--- src/hdl/rrr_pkg.sv ---
// ----------------------------------------------------------------------------
// rrr_pkg: shared types and codes of the round-robin ready ring
// Operation codes, status codes and the result record that the sequencer
// hands to the output stage.
// ----------------------------------------------------------------------------
`default_nettype none

package rrr_pkg;

    localparam logic [1:0] OP_CLEAR  = 2'd0;
    localparam logic [1:0] OP_ADD    = 2'd1;
    localparam logic [1:0] OP_REMOVE = 2'd2;
    localparam logic [1:0] OP_NEXT   = 2'd3;

    localparam logic [1:0] ST_DONE    = 2'd0;
    localparam logic [1:0] ST_RANGE   = 2'd1;
    localparam logic [1:0] ST_PRESENT = 2'd2;
    localparam logic [1:0] ST_ABSENT  = 2'd3;

    typedef struct packed {
        logic [3:0] chosen;
        logic       empty;
        logic [1:0] status;
    } rrr_res_t;

endpackage

`default_nettype wire

--- src/hdl/rrr_ram.sv ---
// ----------------------------------------------------------------------------
// rrr_ram: generic simple dual-port RAM
// One write port and one read port, read data registered.
// ----------------------------------------------------------------------------
`default_nettype none

module rrr_ram #(
    parameter int WIDTH = 8,
    parameter int DEPTH = 16
) (
    input  wire logic                     clk,
    input  wire logic                     wr_en,
    input  wire logic [$clog2(DEPTH)-1:0] wr_addr,
    input  wire logic [WIDTH-1:0]         wr_data,
    input  wire logic [$clog2(DEPTH)-1:0] rd_addr,
    output logic      [WIDTH-1:0]         rd_data
);

    logic [WIDTH-1:0] mem [DEPTH];

    always_ff @(posedge clk)
    begin
        if (wr_en)
        begin
            mem[wr_addr] <= wr_data;
        end
        rd_data <= mem[rd_addr];
    end

endmodule

`default_nettype wire

--- src/hdl/rrr_seq.sv ---
// ----------------------------------------------------------------------------
// rrr_seq: ring sequencer
// Holds tail, membership and empty flag, and drives the next-task table
// through its single read port to link, unlink and walk the ring.
// ----------------------------------------------------------------------------
`default_nettype none

module rrr_seq
    import rrr_pkg::*;
#(
    parameter int TASKS = 16
) (
    input  wire logic       clk,
    input  wire logic       rst_n,
    input  wire logic       start,
    output logic            idle,
    input  wire logic [1:0] op,
    input  wire logic [7:0] task_req,
    input  wire logic       res_free,
    output logic            res_valid,
    output rrr_res_t        res
);

    localparam int IW = $clog2(TASKS);

    localparam logic [2:0] S_IDLE    = 3'd0;
    localparam logic [2:0] S_ADD_RD  = 3'd1;
    localparam logic [2:0] S_ADD_WR  = 3'd2;
    localparam logic [2:0] S_RM_RD   = 3'd3;
    localparam logic [2:0] S_RM_WALK = 3'd4;
    localparam logic [2:0] S_NX_RD   = 3'd5;
    localparam logic [2:0] S_DONE    = 3'd6;

    logic [2:0]       state_reg, state_next;
    logic [TASKS-1:0] mask_reg, mask_next;
    logic [IW-1:0]    tail_reg, tail_next;
    logic             empty_reg, empty_next;
    logic [IW-1:0]    req_reg, req_next;
    logic [IW-1:0]    succ_reg, succ_next;
    logic [IW-1:0]    pred_reg, pred_next;
    logic [1:0]       status_reg, status_next;

    logic             wr_en;
    logic [IW-1:0]    wr_addr;
    logic [IW-1:0]    wr_data;
    logic [IW-1:0]    rd_addr;
    logic [IW-1:0]    rd_data;

    logic [IW-1:0]    req_idx;
    logic             in_range;

    assign req_idx  = IW'(task_req);
    assign in_range = {1'b0, task_req} < 9'(TASKS);

    rrr_ram #(
        .WIDTH (IW),
        .DEPTH (TASKS)
    ) u_table (
        .clk     (clk),
        .wr_en   (wr_en),
        .wr_addr (wr_addr),
        .wr_data (wr_data),
        .rd_addr (rd_addr),
        .rd_data (rd_data)
    );

    always_comb
    begin
        state_next  = state_reg;
        mask_next   = mask_reg;
        tail_next   = tail_reg;
        empty_next  = empty_reg;
        req_next    = req_reg;
        succ_next   = succ_reg;
        pred_next   = pred_reg;
        status_next = status_reg;
        wr_en       = 1'b0;
        wr_addr     = req_reg;
        wr_data     = rd_data;
        rd_addr     = tail_reg;

        unique case (state_reg)
            S_IDLE:
            begin
                if (start)
                begin
                    req_next    = req_idx;
                    status_next = ST_DONE;
                    state_next  = S_DONE;
                    unique case (op)
                        OP_CLEAR:
                        begin
                            mask_next  = '0;
                            tail_next  = '0;
                            empty_next = 1'b1;
                        end
                        OP_ADD:
                        begin
                            if (!in_range)
                            begin
                                status_next = ST_RANGE;
                            end
                            else if (mask_reg[req_idx])
                            begin
                                status_next = ST_PRESENT;
                            end
                            else if (empty_reg)
                            begin
                                // first task links to itself
                                wr_en              = 1'b1;
                                wr_addr            = req_idx;
                                wr_data            = req_idx;
                                tail_next          = req_idx;
                                empty_next         = 1'b0;
                                mask_next[req_idx] = 1'b1;
                            end
                            else
                            begin
                                rd_addr    = tail_reg;
                                state_next = S_ADD_RD;
                            end
                        end
                        OP_REMOVE:
                        begin
                            if (!in_range)
                            begin
                                status_next = ST_RANGE;
                            end
                            else if (empty_reg || !mask_reg[req_idx])
                            begin
                                status_next = ST_ABSENT;
                            end
                            else
                            begin
                                mask_next[req_idx] = 1'b0;
                                rd_addr            = req_idx;
                                state_next         = S_RM_RD;
                            end
                        end
                        OP_NEXT:
                        begin
                            if (empty_reg)
                            begin
                                status_next = ST_ABSENT;
                            end
                            else
                            begin
                                rd_addr    = tail_reg;
                                state_next = S_NX_RD;
                            end
                        end
                        default:
                        begin
                            status_next = ST_DONE;
                        end
                    endcase
                end
            end
            S_ADD_RD:
            begin
                // new task inherits the tail's successor
                wr_en      = 1'b1;
                wr_addr    = req_reg;
                wr_data    = rd_data;
                state_next = S_ADD_WR;
            end
            S_ADD_WR:
            begin
                wr_en              = 1'b1;
                wr_addr            = tail_reg;
                wr_data            = req_reg;
                tail_next          = req_reg;
                mask_next[req_reg] = 1'b1;
                state_next         = S_DONE;
            end
            S_RM_RD:
            begin
                succ_next = rd_data;
                if (rd_data == req_reg)
                begin
                    // last task leaves
                    tail_next  = '0;
                    empty_next = 1'b1;
                    state_next = S_DONE;
                end
                else
                begin
                    pred_next  = tail_reg;
                    rd_addr    = tail_reg;
                    state_next = S_RM_WALK;
                end
            end
            S_RM_WALK:
            begin
                if (rd_data == req_reg)
                begin
                    wr_en   = 1'b1;
                    wr_addr = pred_reg;
                    wr_data = succ_reg;
                    if (tail_reg == req_reg)
                    begin
                        tail_next = pred_reg;
                    end
                    state_next = S_DONE;
                end
                else
                begin
                    // advance one link
                    pred_next = rd_data;
                    rd_addr   = rd_data;
                end
            end
            S_NX_RD:
            begin
                tail_next  = rd_data;
                state_next = S_DONE;
            end
            S_DONE:
            begin
                if (res_free)
                begin
                    state_next = S_IDLE;
                end
            end
            default:
            begin
                state_next = S_IDLE;
            end
        endcase
    end

    always_ff @(posedge clk or negedge rst_n)
    begin
        if (!rst_n)
        begin
            state_reg <= S_IDLE;
            mask_reg  <= '0;
            tail_reg  <= '0;
            empty_reg <= 1'b1;
        end
        else
        begin
            state_reg <= state_next;
            mask_reg  <= mask_next;
            tail_reg  <= tail_next;
            empty_reg <= empty_next;
        end
    end

    always_ff @(posedge clk)
    begin
        req_reg    <= req_next;
        succ_reg   <= succ_next;
        pred_reg   <= pred_next;
        status_reg <= status_next;
    end

    assign idle       = (state_reg == S_IDLE);
    assign res_valid  = (state_reg == S_DONE);
    assign res.chosen = empty_reg ? 4'd0 : 4'(tail_reg);
    assign res.empty  = empty_reg;
    assign res.status = status_reg;

endmodule

`default_nettype wire

--- src/hdl/round_robin_ready_ring_unit.sv ---
// ----------------------------------------------------------------------------
// round_robin_ready_ring_unit: round-robin ready ring
// Ready tasks kept as a circular linked ring; clear, add, remove, next.
// ----------------------------------------------------------------------------
// Usage:
//   Input channel (in_valid/in_ready) carries op and task_req. Each accepted
//   beat produces exactly one output beat (out_valid/out_ready) carrying
//   chosen_task, ring_empty and status.
//   Steps per input beat:
//     clear, failed ops, add to an empty ring ........ done from idle
//     next, remove of the last task ................... one table read
//     add to a non-empty ring ......................... read, two writes
//     remove .......................................... read, ring walk, write
//   The remove walk follows the ring one link per cycle through the single
//   read port of the next-task table, which sets the worst case. One item is
//   in flight at a time; in_ready is high only while the sequencer is idle.
//   The output register lets a new beat be accepted while a result waits.
//   If the receiver stalls with a result still held, the sequencer holds its
//   finished result until the output register frees.
//   Reset empties the ring (no members, tail 0); table contents are not
//   cleared and need no clearing pass.
// ----------------------------------------------------------------------------
`default_nettype none

module round_robin_ready_ring_unit
    import rrr_pkg::*;
#(
    parameter int TASKS = 16
) (
    input  wire logic       clk,
    input  wire logic       rst_n,
    input  wire logic       in_valid,
    output logic            in_ready,
    input  wire logic [1:0] op,
    input  wire logic [7:0] task_req,
    output logic            out_valid,
    input  wire logic       out_ready,
    output logic [3:0]      chosen_task,
    output logic            ring_empty,
    output logic [1:0]      status
);

    logic     seq_idle;
    logic     res_valid;
    logic     res_free;
    rrr_res_t res;

    logic     out_valid_reg, out_valid_next;
    rrr_res_t out_reg;

    assign in_ready = seq_idle;
    assign res_free = !out_valid_reg || out_ready;

    rrr_seq #(
        .TASKS (TASKS)
    ) u_seq (
        .clk       (clk),
        .rst_n     (rst_n),
        .start     (in_valid && in_ready),
        .idle      (seq_idle),
        .op        (op),
        .task_req  (task_req),
        .res_free  (res_free),
        .res_valid (res_valid),
        .res       (res)
    );

    always_comb
    begin
        out_valid_next = out_valid_reg;
        if (res_valid && res_free)
        begin
            out_valid_next = 1'b1;
        end
        else if (out_ready)
        begin
            out_valid_next = 1'b0;
        end
    end

    always_ff @(posedge clk or negedge rst_n)
    begin
        if (!rst_n)
        begin
            out_valid_reg <= 1'b0;
        end
        else
        begin
            out_valid_reg <= out_valid_next;
        end
    end

    always_ff @(posedge clk)
    begin
        if (res_valid && res_free)
        begin
            out_reg <= res;
        end
    end

    assign out_valid   = out_valid_reg;
    assign chosen_task = out_reg.chosen;
    assign ring_empty  = out_reg.empty;
    assign status      = out_reg.status;

endmodule

`default_nettype wire

--- config.mk ---
export PLATFORM = sky130hd
export DESIGN_NAME = round_robin_ready_ring_unit
export DESIGN_NICKNAME = d
export VERILOG_FILES = /design/src/hdl/rrr_pkg.sv /design/src/hdl/rrr_ram.sv /design/src/hdl/rrr_seq.sv /design/src/hdl/round_robin_ready_ring_unit.sv
export SDC_FILE = /design/constraint.sdc
export NUM_CORES = 1
export LEC_CHECK = 0
export ABC_AREA = 1
export CAP_MARGIN = 20
export CELL_PAD_IN_SITES_DETAIL_PLACEMENT = 1
export CELL_PAD_IN_SITES_GLOBAL_PLACEMENT = 2
export CORE_AREA = 3 3 134 136
export DETAILED_ROUTE_END_ITERATION = 10
export DIE_AREA = 0 0 137 139
export DONT_BUFFER_PORTS = 1
export PLACE_DENSITY_LB_ADDON = 0.3
export SETUP_SLACK_MARGIN = 0.02
export SLEW_MARGIN = 40
export SYNTH_ARGS = -nofsm -noshare
export SYNTH_HDL_FRONTEND = slang
export SYNTH_HIERARCHICAL = 1
export SYNTH_SLANG_ARGS = --single-unit
--- constraint.sdc ---
create_clock -name clk -period 4.15 [get_ports clk]
set_input_delay 0.415 -clock clk [delete_from_list [all_inputs] [get_ports clk]]
set_output_delay 0.415 -clock clk [all_outputs]
set_load 0.01 [all_outputs]
==> impl_results.md <==
- Hold Path Class: primary input to flip-flop
- Die Area: 0.0190 mm^2
- Avg Inst Size Synth: a little over 8 um^2
- Largest net degree at the start of global routing: 33
- Post-Syn Nets: roughly 820
- Total track usage: 0.215
- Maximum clock insertion buffer count: 2
- #FFs+latches synth: approximately 110
- DRC errors left: 0
- Placed cell areas: around 0.0067 mm^2
- Data required, critical path: ~4.2 ns
- RSZ-0062 raised after global routing: true
- Worst-path clk slew: roughly 0.06 ns
- Synth Instances: between 800 and 900
- Multi-input logic area: 0.00257 mm^2
- VDD IR max: ~0.00044 V
- Post-synth top area cell: edfxtp_1
- Die width: approximately 140 um
- Area Growth Syn to Fin: 11.9%
- I/O pins: 23
- CTS resizes: 0
- TritonCTS clock tree: yes
- Core area: between 0.015 and 0.02 mm^2
- Final hold vios: 0
- Share of layout cells above drive strength 1: 0.0920
- Vias in the first global route: 5858
- Vias/cell: 5.30
- Initial Utilization: 0.382
- Clock Sinks: approximately 110
- Max reg flops: between 60 and 70
- Setup-failing EPs final: 0
- Clock Tree Root: clkbuf_16
- Register area: 0.00326 mm^2
- Crit path DAT: about 3.8 ns
- Top_reg_cell synth: edfxtp_1
- Most numerous cell in the Yosys netlist: nand2_1
- Post-route ant nets: 0
- First DRT Iteration DRCs: 339
- Layout fillers: around 2100
- WS Path Type: flip-flop to flip-flop
- Startpoint Class: flip-flop
- Post-Syn Area: approximately 0.0065 mm^2
- Remaining global-route overflow: 0
- Number of synthesis warnings: 6
- Critical Path End Type: flip-flop
- DRT Wirelength: between 15 and 20 mm
- CTS Buf Count: 17
- Antenna violations before repair: 0
- Final Skew: around 0.011 ns
- First-pass GRT wire length: between 30 and 40 mm
- N_diodes: 0
- Seq/Total Area, Yosys: 0.501
- Drt pass-1 iters: 5
- Slew HR: 0.470
- Routed length per instance: 18.9 um
- Synth cell types: 40
- Post-synth EDFFs: 85
- IO buf count: 0
- Post-synth top area share: 0.392
- Max FO, Critical Path: 13
- Tmin final: around 3.7 ns
- Max-cap violations: 0
- Worst Tran Pin Value: between 0.7 and 0.8 ns
- Commonest cells post-synth: 247 x nand2_1, 117 x inv_1, 85 x edfxtp_1
- Final instance area: about 0.0073 mm^2
- H-tree levels: 4
- Power per Cell Area: slightly below 800 mW/mm^2
- Clock latency on the worst-skew pair: 0.42 ns
- Die height: 139 um
- Post-synth ARST share: 0.219
- Leak pwr: about 3.2 nW
- Nets@finish: 820
- Share of the clock period used by the worst path: 0.892
- Run status: completed
- Via count: approximately 5500
- # rows: 48
- Post-DP HPWL: about 14 mm
- Pins over their slew limit: 0
- Fmax: 270 MHz
- Gpl congestion: between 0.8 and 0.9
- Ranking of synthesized cells by area: edfxtp_1 39%, nand2_1 14%, dfrtp_1 9.2%
- Setup TNS: 0 ns
## cells in the final DEF, fill, tap and decap left out, drive strengths merged
cell type	instances
nand2	251
inv	125
edfxtp	85
o21ai	84
nand3	69
nor2	50
dfrtp	24
clkbuf	17
a32oi	15
a21oi	15
buf	13
o211ai	11
clkinv	6
xor2	5
nand4	4
ha	4
dfxtp	4
clkinvlp	3
a22oi	3
o22ai	3
or2	3
nor3	3
xnor2	3
a221oi	3
bufinv	2
a31oi	2
nand3b	2
dlygate4sd3	1
nor4	1
o21bai	1
and2	1
o2111ai	1
dfstp	1
## cell type report
cell class	instances	area share
tap	225	0.0387
multi-input combinational	534	0.354
sequential	114	0.448
inverter	121	0.0634
clock buffer	17	0.0584
clock inverter	15	0.0218
timing repair buffer	14	0.0165
## metal layers
metal	track usage	wire, um
met5	0	0
met4	0.0935	561
met3	0.0381	738
met2	0.374	10100
met1	0.259	8220
## report_power, final
| group | internal [W] | leakage (nW) | switching, W |
|---|---|---|---|
| registers | 0.00163 | 1.14 | 0.000176 |
| clock network | 0.000888 | 0.277 | 0.000557 |
| logic | 0.000680 | 1.74 | 0.00173 |
## through the flow
stage	hold WS, ns	setup WS, ns	util	total power, W	std cells
after detailed placement	0.120	0.535	0.391	0.00422	1006
after global placement	0.120	0.808	0.391	0.00412	1006
final	0.0912	0.447	0.427	0.00566	1040
after CTS	0.0718	0.455	0.427	0.00570	1040
after floorplan	0.119	0.993	-	0.00353	801
after global routing	0.0687	0.00537	0.427	0.00605	1040
## cell families after synthesis
| family | after synthesis | synth area share |
|---|---|---|
| buf+inv | 153 | 0.105 |
| xor+xnor | 8 | 0.0108 |
| flops | 114 | 0.501 |
| fa+ha+maj | 4 | 0.00769 |
| simple gates | 384 | 0.243 |
| compound gates | 138 | 0.134 |
## timing repair
item	in CTS	in global routing
buffers inserted	0	0
endpoints found under the setup margin	0	8
hold endpoints to repair	25	0
hold buffers	2	0
## path summary, 6_finish.rpt
path	cells after the start	startpoint	to	slack, ns
max	14	u_seq/state_reg[1]	u_seq/u_table/mem[7][1]	0.45
min	0	task_req[2]	u_seq/req_reg[2]	0.09
max reg2reg	14	u_seq/state_reg[1]	u_seq/u_table/mem[7][1]	0.45
min reg2reg	0	u_seq/status_reg[1]	status[1]	0.43
max in group asynchronous	2	rst_n	u_seq/empty_reg	3.43
min in group asynchronous	2	rst_n	u_seq/mask_reg[3]	0.48
## critical path: stages, from the launching register on
cell and delay, ns:
dfrtp_1 0.42, nor2_1 0.21, nand2_1 0.22, inv_1 0.14
nand2_1 0.06, inv_1 0.16, inv_1 0.10, nor4_1 0.40
nand2_1 0.34, o21ai_0 0.33, inv_1 0.07, nand2_1 0.06
o211ai_1 0.18, nand3b_1 0.32, nor2_1 0.35
No activity file was read; power rests on OpenSTA's default activity.
